<file path="src/hdl/extended_gcd_coefficients_top_assert.svh">
// Assertion macros for the extended GCD block.
// Included by egcd_datapath, which checks its own logic; depends on clk_i and rst_ni.
`ifndef EXTENDED_GCD_COEFFICIENTS_TOP_ASSERT_SVH
`define EXTENDED_GCD_COEFFICIENTS_TOP_ASSERT_SVH
`ifndef SYNTHESIS
`define EGCD_ASSERT(lbl, prop, msg) \
  lbl: assert property (@(posedge clk_i) disable iff (!rst_ni) prop) else $error(msg);
`define EGCD_ASSERT_NEXT(lbl, pre, post, msg) \
  `EGCD_ASSERT(lbl, (pre) |=> (post), msg)
`else
`define EGCD_ASSERT(lbl, prop, msg)
`define EGCD_ASSERT_NEXT(lbl, pre, post, msg)
`endif
`endif

</file>
<file path="src/hdl/egcd_pkg.sv">
// Shared types, constants and the microcode ROM of the extended GCD block.
// No dependencies; imported by every module of the block.
package egcd_pkg;

  // Result width and operand width.
  localparam int unsigned Width       = 64;
  localparam int unsigned OpW         = Width - 1;
  // The multiply-subtract takes the quotient one chunk at a time.
  localparam int unsigned ChunkW      = 16;
  localparam int unsigned MulSteps    = Width / ChunkW;
  localparam int unsigned CntW        = $clog2(OpW);
  localparam int unsigned MaxStepsDef = 128;
  localparam int unsigned PcW         = 4;

  typedef struct packed {
    logic [OpW-1:0] operand_a;
    logic [OpW-1:0] operand_b;
  } egcd_in_t;

  typedef struct packed {
    logic signed [Width-1:0] coef_x;
    logic signed [Width-1:0] coef_y;
  } egcd_out_t;

  // Datapath operations, one per microinstruction.
  typedef enum logic [3:0] {
    OpNop,
    OpAccept,
    OpDivInit,
    OpDivStep,
    OpDivDone,
    OpPop,
    OpMulInit,
    OpMulStep,
    OpCombine,
    OpEmit
  } op_e;

  // Jump conditions.
  typedef enum logic [2:0] {
    CondNever,
    CondAlways,
    CondInIdle,
    CondStop,
    CondCntNz,
    CondDepthZero,
    CondOutFree
  } cond_e;

  typedef struct packed {
    op_e            op;
    cond_e          cond;
    logic [PcW-1:0] target;
  } ctrl_word_t;

  typedef struct packed {
    logic in_valid;
    logic stop;
    logic cnt_nz;
    logic depth_zero;
    logic out_free;
  } egcd_status_t;

  // Microprogram addresses.
  localparam logic [PcW-1:0] PcIdle    = 4'd0;
  localparam logic [PcW-1:0] PcTest    = 4'd1;
  localparam logic [PcW-1:0] PcDivInit = 4'd2;
  localparam logic [PcW-1:0] PcDivStep = 4'd3;
  localparam logic [PcW-1:0] PcDivDone = 4'd4;
  localparam logic [PcW-1:0] PcBack    = 4'd5;
  localparam logic [PcW-1:0] PcPop     = 4'd6;
  localparam logic [PcW-1:0] PcMulInit = 4'd7;
  localparam logic [PcW-1:0] PcMulStep = 4'd8;
  localparam logic [PcW-1:0] PcCombine = 4'd9;
  localparam logic [PcW-1:0] PcEmit    = 4'd10;
  localparam logic [PcW-1:0] PcRetry   = 4'd11;

  // The program: forward pass divides and stores quotients, backward pass
  // replays them with a chunked multiply-subtract.
  function automatic ctrl_word_t ucode_rom(logic [PcW-1:0] pc);
    ctrl_word_t w;
    case (pc)
      PcIdle:    w = '{OpAccept,  CondInIdle,    PcIdle};
      PcTest:    w = '{OpNop,     CondStop,      PcBack};
      PcDivInit: w = '{OpDivInit, CondNever,     PcIdle};
      PcDivStep: w = '{OpDivStep, CondCntNz,     PcDivStep};
      PcDivDone: w = '{OpDivDone, CondAlways,    PcTest};
      PcBack:    w = '{OpNop,     CondDepthZero, PcEmit};
      PcPop:     w = '{OpPop,     CondNever,     PcIdle};
      PcMulInit: w = '{OpMulInit, CondNever,     PcIdle};
      PcMulStep: w = '{OpMulStep, CondCntNz,     PcMulStep};
      PcCombine: w = '{OpCombine, CondAlways,    PcBack};
      PcEmit:    w = '{OpEmit,    CondOutFree,   PcIdle};
      PcRetry:   w = '{OpNop,     CondAlways,    PcEmit};
      default:   w = '{OpNop,     CondAlways,    PcIdle};
    endcase
    return w;
  endfunction

endpackage

</file>
<file path="src/hdl/egcd_useq.sv">
// Microcode sequencer: program counter, control ROM and conditional jumps.
// Depends on egcd_pkg.
module egcd_useq
  import egcd_pkg::*;
(
  input  logic         clk_i,
  input  logic         rst_ni,
  input  egcd_status_t status_i,
  output ctrl_word_t   ctrl_o
);

  logic [PcW-1:0] pc_q, pc_d;
  ctrl_word_t     word;
  logic           take;

  assign word = ucode_rom(pc_q);

  // Evaluate the jump condition of the current word.
  always_comb begin
    case (word.cond)
      CondNever:     take = 1'b0;
      CondAlways:    take = 1'b1;
      CondInIdle:    take = !status_i.in_valid;
      CondStop:      take = status_i.stop;
      CondCntNz:     take = status_i.cnt_nz;
      CondDepthZero: take = status_i.depth_zero;
      CondOutFree:   take = status_i.out_free;
      default:       take = 1'b1;
    endcase
    pc_d = take ? word.target : pc_q + PcW'(1);
  end

  always_ff @(posedge clk_i or negedge rst_ni) begin
    if (!rst_ni) begin
      pc_q <= PcIdle;
    end else begin
      pc_q <= pc_d;
    end
  end

  assign ctrl_o = word;

endmodule

</file>
<file path="config.mk">
export PLATFORM = sky130hd
export DESIGN_NAME = egcd_useq
export DESIGN_NICKNAME = d
export VERILOG_FILES = /design/src/hdl/extended_gcd_coefficients_top_assert.svh /design/src/hdl/egcd_pkg.sv /design/src/hdl/egcd_useq.sv
export SDC_FILE = /design/constraint.sdc
export NUM_CORES = 1
export LEC_CHECK = 0
export ABC_CLOCK_PERIOD_IN_PS = 5200
export BUFFER_PORTS_ARGS = -buffer_cell sky130_fd_sc_hd__buf_4
export CAP_MARGIN = 20
export CELL_PAD_IN_SITES_DETAIL_PLACEMENT = 1
export CELL_PAD_IN_SITES_GLOBAL_PLACEMENT = 1
export CORE_MARGIN = 4
export CORE_UTILIZATION = 35
export CTS_CLUSTER_SIZE = 28
export DETAILED_ROUTE_END_ITERATION = 10
export GPL_TIMING_DRIVEN = 1
export PLACE_DENSITY_LB_ADDON = 0.1
export SLEW_MARGIN = 20
export SYNTH_ARGS = -nofsm -noshare
export SYNTH_HDL_FRONTEND = slang
export SYNTH_SLANG_ARGS = --single-unit
</file>
<file path="constraint.sdc">
create_clock -name clk_i -period 5.2 [get_ports clk_i]
set_clock_uncertainty 0.1 [all_clocks]
set_input_delay 0.26 -clock clk_i [delete_from_list [all_inputs] [get_ports clk_i]]
set_output_delay 0.26 -clock clk_i [all_outputs]
set_load 0.02 [all_outputs]
</file>
; Word level (Yosys, flattened, before mapping)
; Memory sizes are Yosys's and may differ from the RTL's.
; Cells that the tools add are included.
[classes]
reduce_logical = 2
n_mux = 2
addsub = 1
eq_ne = 5
[ops]
columns = op, n
row1 = $eq A3 B3 Y1 const B, 3
row2 = $eq A3 B2 Y1 const B, 2
row3 = $pmux W1 S6, 1
row4 = $add A4 B1 Y4 const B, 1
row5 = $mux W4, 1
row6 = $logic_not A3 Y1, 1
row7 = $logic_not A1 Y1, 1
[word_totals]
rom_bits = 176
memories = 1
elab_cells = 12
out_inout_bits = 11
input_bits = 7
reg_bits = 4
[mem_list]
columns = name, depth, word_bits, read_ports, rd_ports_with_merged_regs, write_ports, line_no
row1 = (name not given), 16, 11, 1, 0, 0, egcd_pkg.sv:82  ; case (pc)

; Depth between registers and ports, before layout
; An unclocked memory read counts as a cell.
[logic_depth]
depth_word = 4
depth_mapped = 8
depth_no_buf = 8

; Worst setup path after synthesis
; OpenSTA, ideal clock, no wires.
[synth_path]
path_type = register to register
startpoint = register pc_q[1]
endpoint = register pc_q[0]
path_buffers = 0
required_time_ps = 4975
period_less_slack_ps = 2299
path_slack_ps = 2901
stages_incl_launch_ff = 9
arrival_ps = 2074
setup_ps = 125
path_cell_list = dfrtp_1 -> inv_1 -> ha_1 -> nor2b_2 -> or3b_1 -> a32o_1 -> nand3_1 -> o311ai_4 -> mux2_4
[synth_via]
elab_chain_cells = 4
word_cells_on_any_way = 9
cone_classes = eq/ne: 5 / mux: 2 / reduce/logical: 1 / memory: 1
[synth_lines]
columns = item, line_no
row1 = "start, declared", egcd_useq.sv:12  ; logic [PcW-1:0] pc_q, pc_d;
row2 = "start signal, assigned", egcd_useq.sv:35  ; pc_q <= PcIdle;
row3 = "start signal, assigned", egcd_useq.sv:37  ; pc_q <= pc_d;
row4 = $mem_v2 Z16 W11 *, --
row5 = $eq A3 B3 Y1 (tied with other cells), egcd_useq.sv:20  ; case (word.cond)
row6 = $pmux W1 S6, egcd_useq.sv:20
row7 = $mux W4 *, egcd_useq.sv:30  ; pc_d = take ? word.target : pc_q + PcW'(1);
row8 = net pc_d[0], egcd_useq.sv:12
; The timed path passes the listed nets; every way through them passes the cells marked *.

; Worst setup path after layout
[layout_path]
startpoint = register pc_q[1]
endpoint = register pc_q[2]
[layout_via]
elab_chain_cells = 4
word_cells_on_any_way = 10
cone_classes = add/sub: 1 / eq/ne: 5 / mux: 2 / reduce/logical: 1 / memory: 1
[layout_lines]
columns = item, line_no
row1 = $mem_v2 Z16 W11, --
row2 = $eq A3 B3 Y1 (tied with other cells), egcd_useq.sv:20
row3 = $pmux W1 S6, egcd_useq.sv:20
row4 = $mux W4 *, egcd_useq.sv:30
row5 = net pc_d[2], egcd_useq.sv:12
; Marks and branches as above.

==> results.cfg <==
[job]
cap_violations = 0

[clocking]
cts-buffers-inserted = 3
cts_max_level = 1
cts.reportedPaths.clkPinSlew_ps = 40
cts_buffer_depth = 2
post_cts_buffers = 0
clk_latency_ps = 240
root_buffer = clkbuf_4
cts_tree = yes
cts_sinks = 4

[drt]
post-route-drc-count = 0
firstDrtPassIters = 4
wire_per_inst_microns = 14.8
drt-initial-drc-count = 5
ant_nets = 0
vias = 558
drt-total-wl_microns = 1630
via_per_inst = 5.07

[yosys]
yosysUniqueCellTypes = 35
synth.yosys.seq_area_share_pct = 15.5
synth_edf_count = 0
synth_area_leaders = dfrtp_1, ha_1, mux2_4
synth.most_common_cell = inv_1
yosys_warnings = 0
synthTopCellsByCount = inv_1, ha_1, nand2_1
ys.flop_type = dfrtp_1
synth_area_sq_um = 646
async_flop_share_pct = 100
syn-instance-count = 67
ys_ff_latch = 4
synth_nets = 80
avgSynthCellArea_sq_um = 9.64
yosys.area.top_type_share_pct = 15.5
synth_area_leader_cell = dfrtp_1

[floorplanning]
io_pins = 18
dieArea_sq_mm = 0.00260
dieHeight_microns = 51.0
die_w_microns = 51.0
coreArea_sq_mm = 0.00175
row_count = 15
initial_core_util_pct = 37.0

[worst_setup_path]
cp_cell_sequence = inv_1, ha_1, nor2b_2, or3b_1, a32o_1, nand3_1, o311ai_4, mux2_4
crit_path_end_kind = flip-flop
timing.critical_path.buf_inv = 1
critPathMaxStageDelay_ps = 470
cp.arrival_ps = 2560
path_max_fanout = 8
crit_slowest_cell = dfrtp_1
startpoint_type = flip-flop
worstPathRequired_ps = 5220
reg2reg_slack_ps = 2670
path_class = reg -> reg
cp_top_family = simple AND/OR/NAND/NOR gates

[layout]
drive_gt1_share_pct = 40.0
area_growth_pct = 25.6
seqCellArea_sq_um = 100
n_fill_cell = 214
reg.largest.list = pc_q: 4 flops
multi_input_area_sq_um = 472
largest_reg_flops = 4
layout.nets = 100
antenna_cells = 0
top_register = pc_q

[sta]
setup_violations = 0
min_period_ps = 2530
finalHoldViolCount = 0
rsz0062_at_grt = no
fin_setup_tns_ps = 0
worst_slew_margin_rel_pct = 60.4
worstMarginPinSlew_ps = 593
fmax_mhz = 395
maxSlewViolCount = 0
min_period_over_period_pct = 48.7

[grt]
grt_max_degree = 20
antenna_found_initial = 0
grt_pass1_vias = 563
grt.total_usage_pct = 14.0
grt_overflow = 0
grt_pass1_wl_microns = 2690

[place]
portBuffers = 17
place_congestion = 0.727
dpl.hpwl_microns = 1280

[worst_hold_path]
min_path_type = in -> async

[status]
status = finished clean
-- what timing repair did --
item,in CTS,in global routing
resized for setup,0,0
hold buffers,1,0
hold endpoints to repair,4,0
-- routing by layer --
metal  share of wire (%)  GRT usage (%)  up-vias  wire [microns]
li1                    -              -      282               -
met1                  48           17.6      261             777
met2                  47           22.5       13             770
met3                 3.4           2.04        2              55
met4                 1.7           8.07        0              27
met5                   0              0        -               0
-- cell type report --
class | instances | area share (%)
Clock buffer | 3 | 2.78
Tap cell | 25 | 3.86
Inverter | 9 | 5.86
Timing Repair Buffer | 18 | 17.0
Multi-Input combinational cell | 51 | 58.2
Sequential cell | 4 | 12.3
-- final timing paths --
kind                                   from       to  cells after the start
worst max-delay path                pc_q[1]  pc_q[2]                      8
min in group clk_i              status_i[2]  pc_q[1]                      5
worst min-delay path                 rst_ni  pc_q[1]                      2
worst min register to register      pc_q[0]  pc_q[0]                      2
max in group asynchronous            rst_ni  pc_q[2]                      2
worst max register to register      pc_q[1]  pc_q[2]                      8
-- cell families after synthesis --
family                     count (synthesis)  share of synthesized area, %
AOI/OAI and AO/OA                         17                          26.0
xor gates and xnor gates                   1                          1.36
adders and majority gates                  6                          11.6
buffers and inverters                     12                          11.4
DFF                                        4                          15.5
muxes                                      8                          15.7
and+or+nand+nor                           19                          18.4
-- placed cells by master (no fill, tap or decap) --
master         count
nor2_1             1
buf_4             17
xnor2_1            1
nand2_1            6
nand3b_1           1
a32o_1             1
nor3_2             1
and3_1             1
o22ai_1            2
nand2b_1           1
inv_1              8
dlygate4sd3_1      1
mux2i_1            3
ha_1               6
a221oi_4           1
or3b_1             1
a31oi_1            1
and4b_1            1
a21oi_4            1
a2111oi_0          1
nor2b_2            1
nand3_1            2
mux2_4             4
a31o_2             1
clkbuf_4           3
o21ai_0            5
a22o_1             1
nor2b_1            1
bufinv_8           1
mux2_1             1
o21ai_2            1
a22o_2             1
dfrtp_1            4
o311ai_4           1
or2_4              1
nor4bb_1           1
-- through the flow --
stage | utilization, % | setup slack (ps) | instances | hold slack [ps] | area (sq um)
finish | 46.5 | 2670 | 110 | 253 | 811
global route | 46.5 | 2510 | 110 | 265 | 811
CTS | 46.5 | 2670 | 110 | 242 | 811
detailed placement | 44.6 | 2690 | 106 | -42.4 | 778
global placement | 44.6 | 2740 | 106 | -44.1 | 778
floorplan | - | 2900 | 67 | -136 | 646
Power is not shown: default switching activity piles up to over one toggle a cycle in this logic, so the estimate is an artifact.
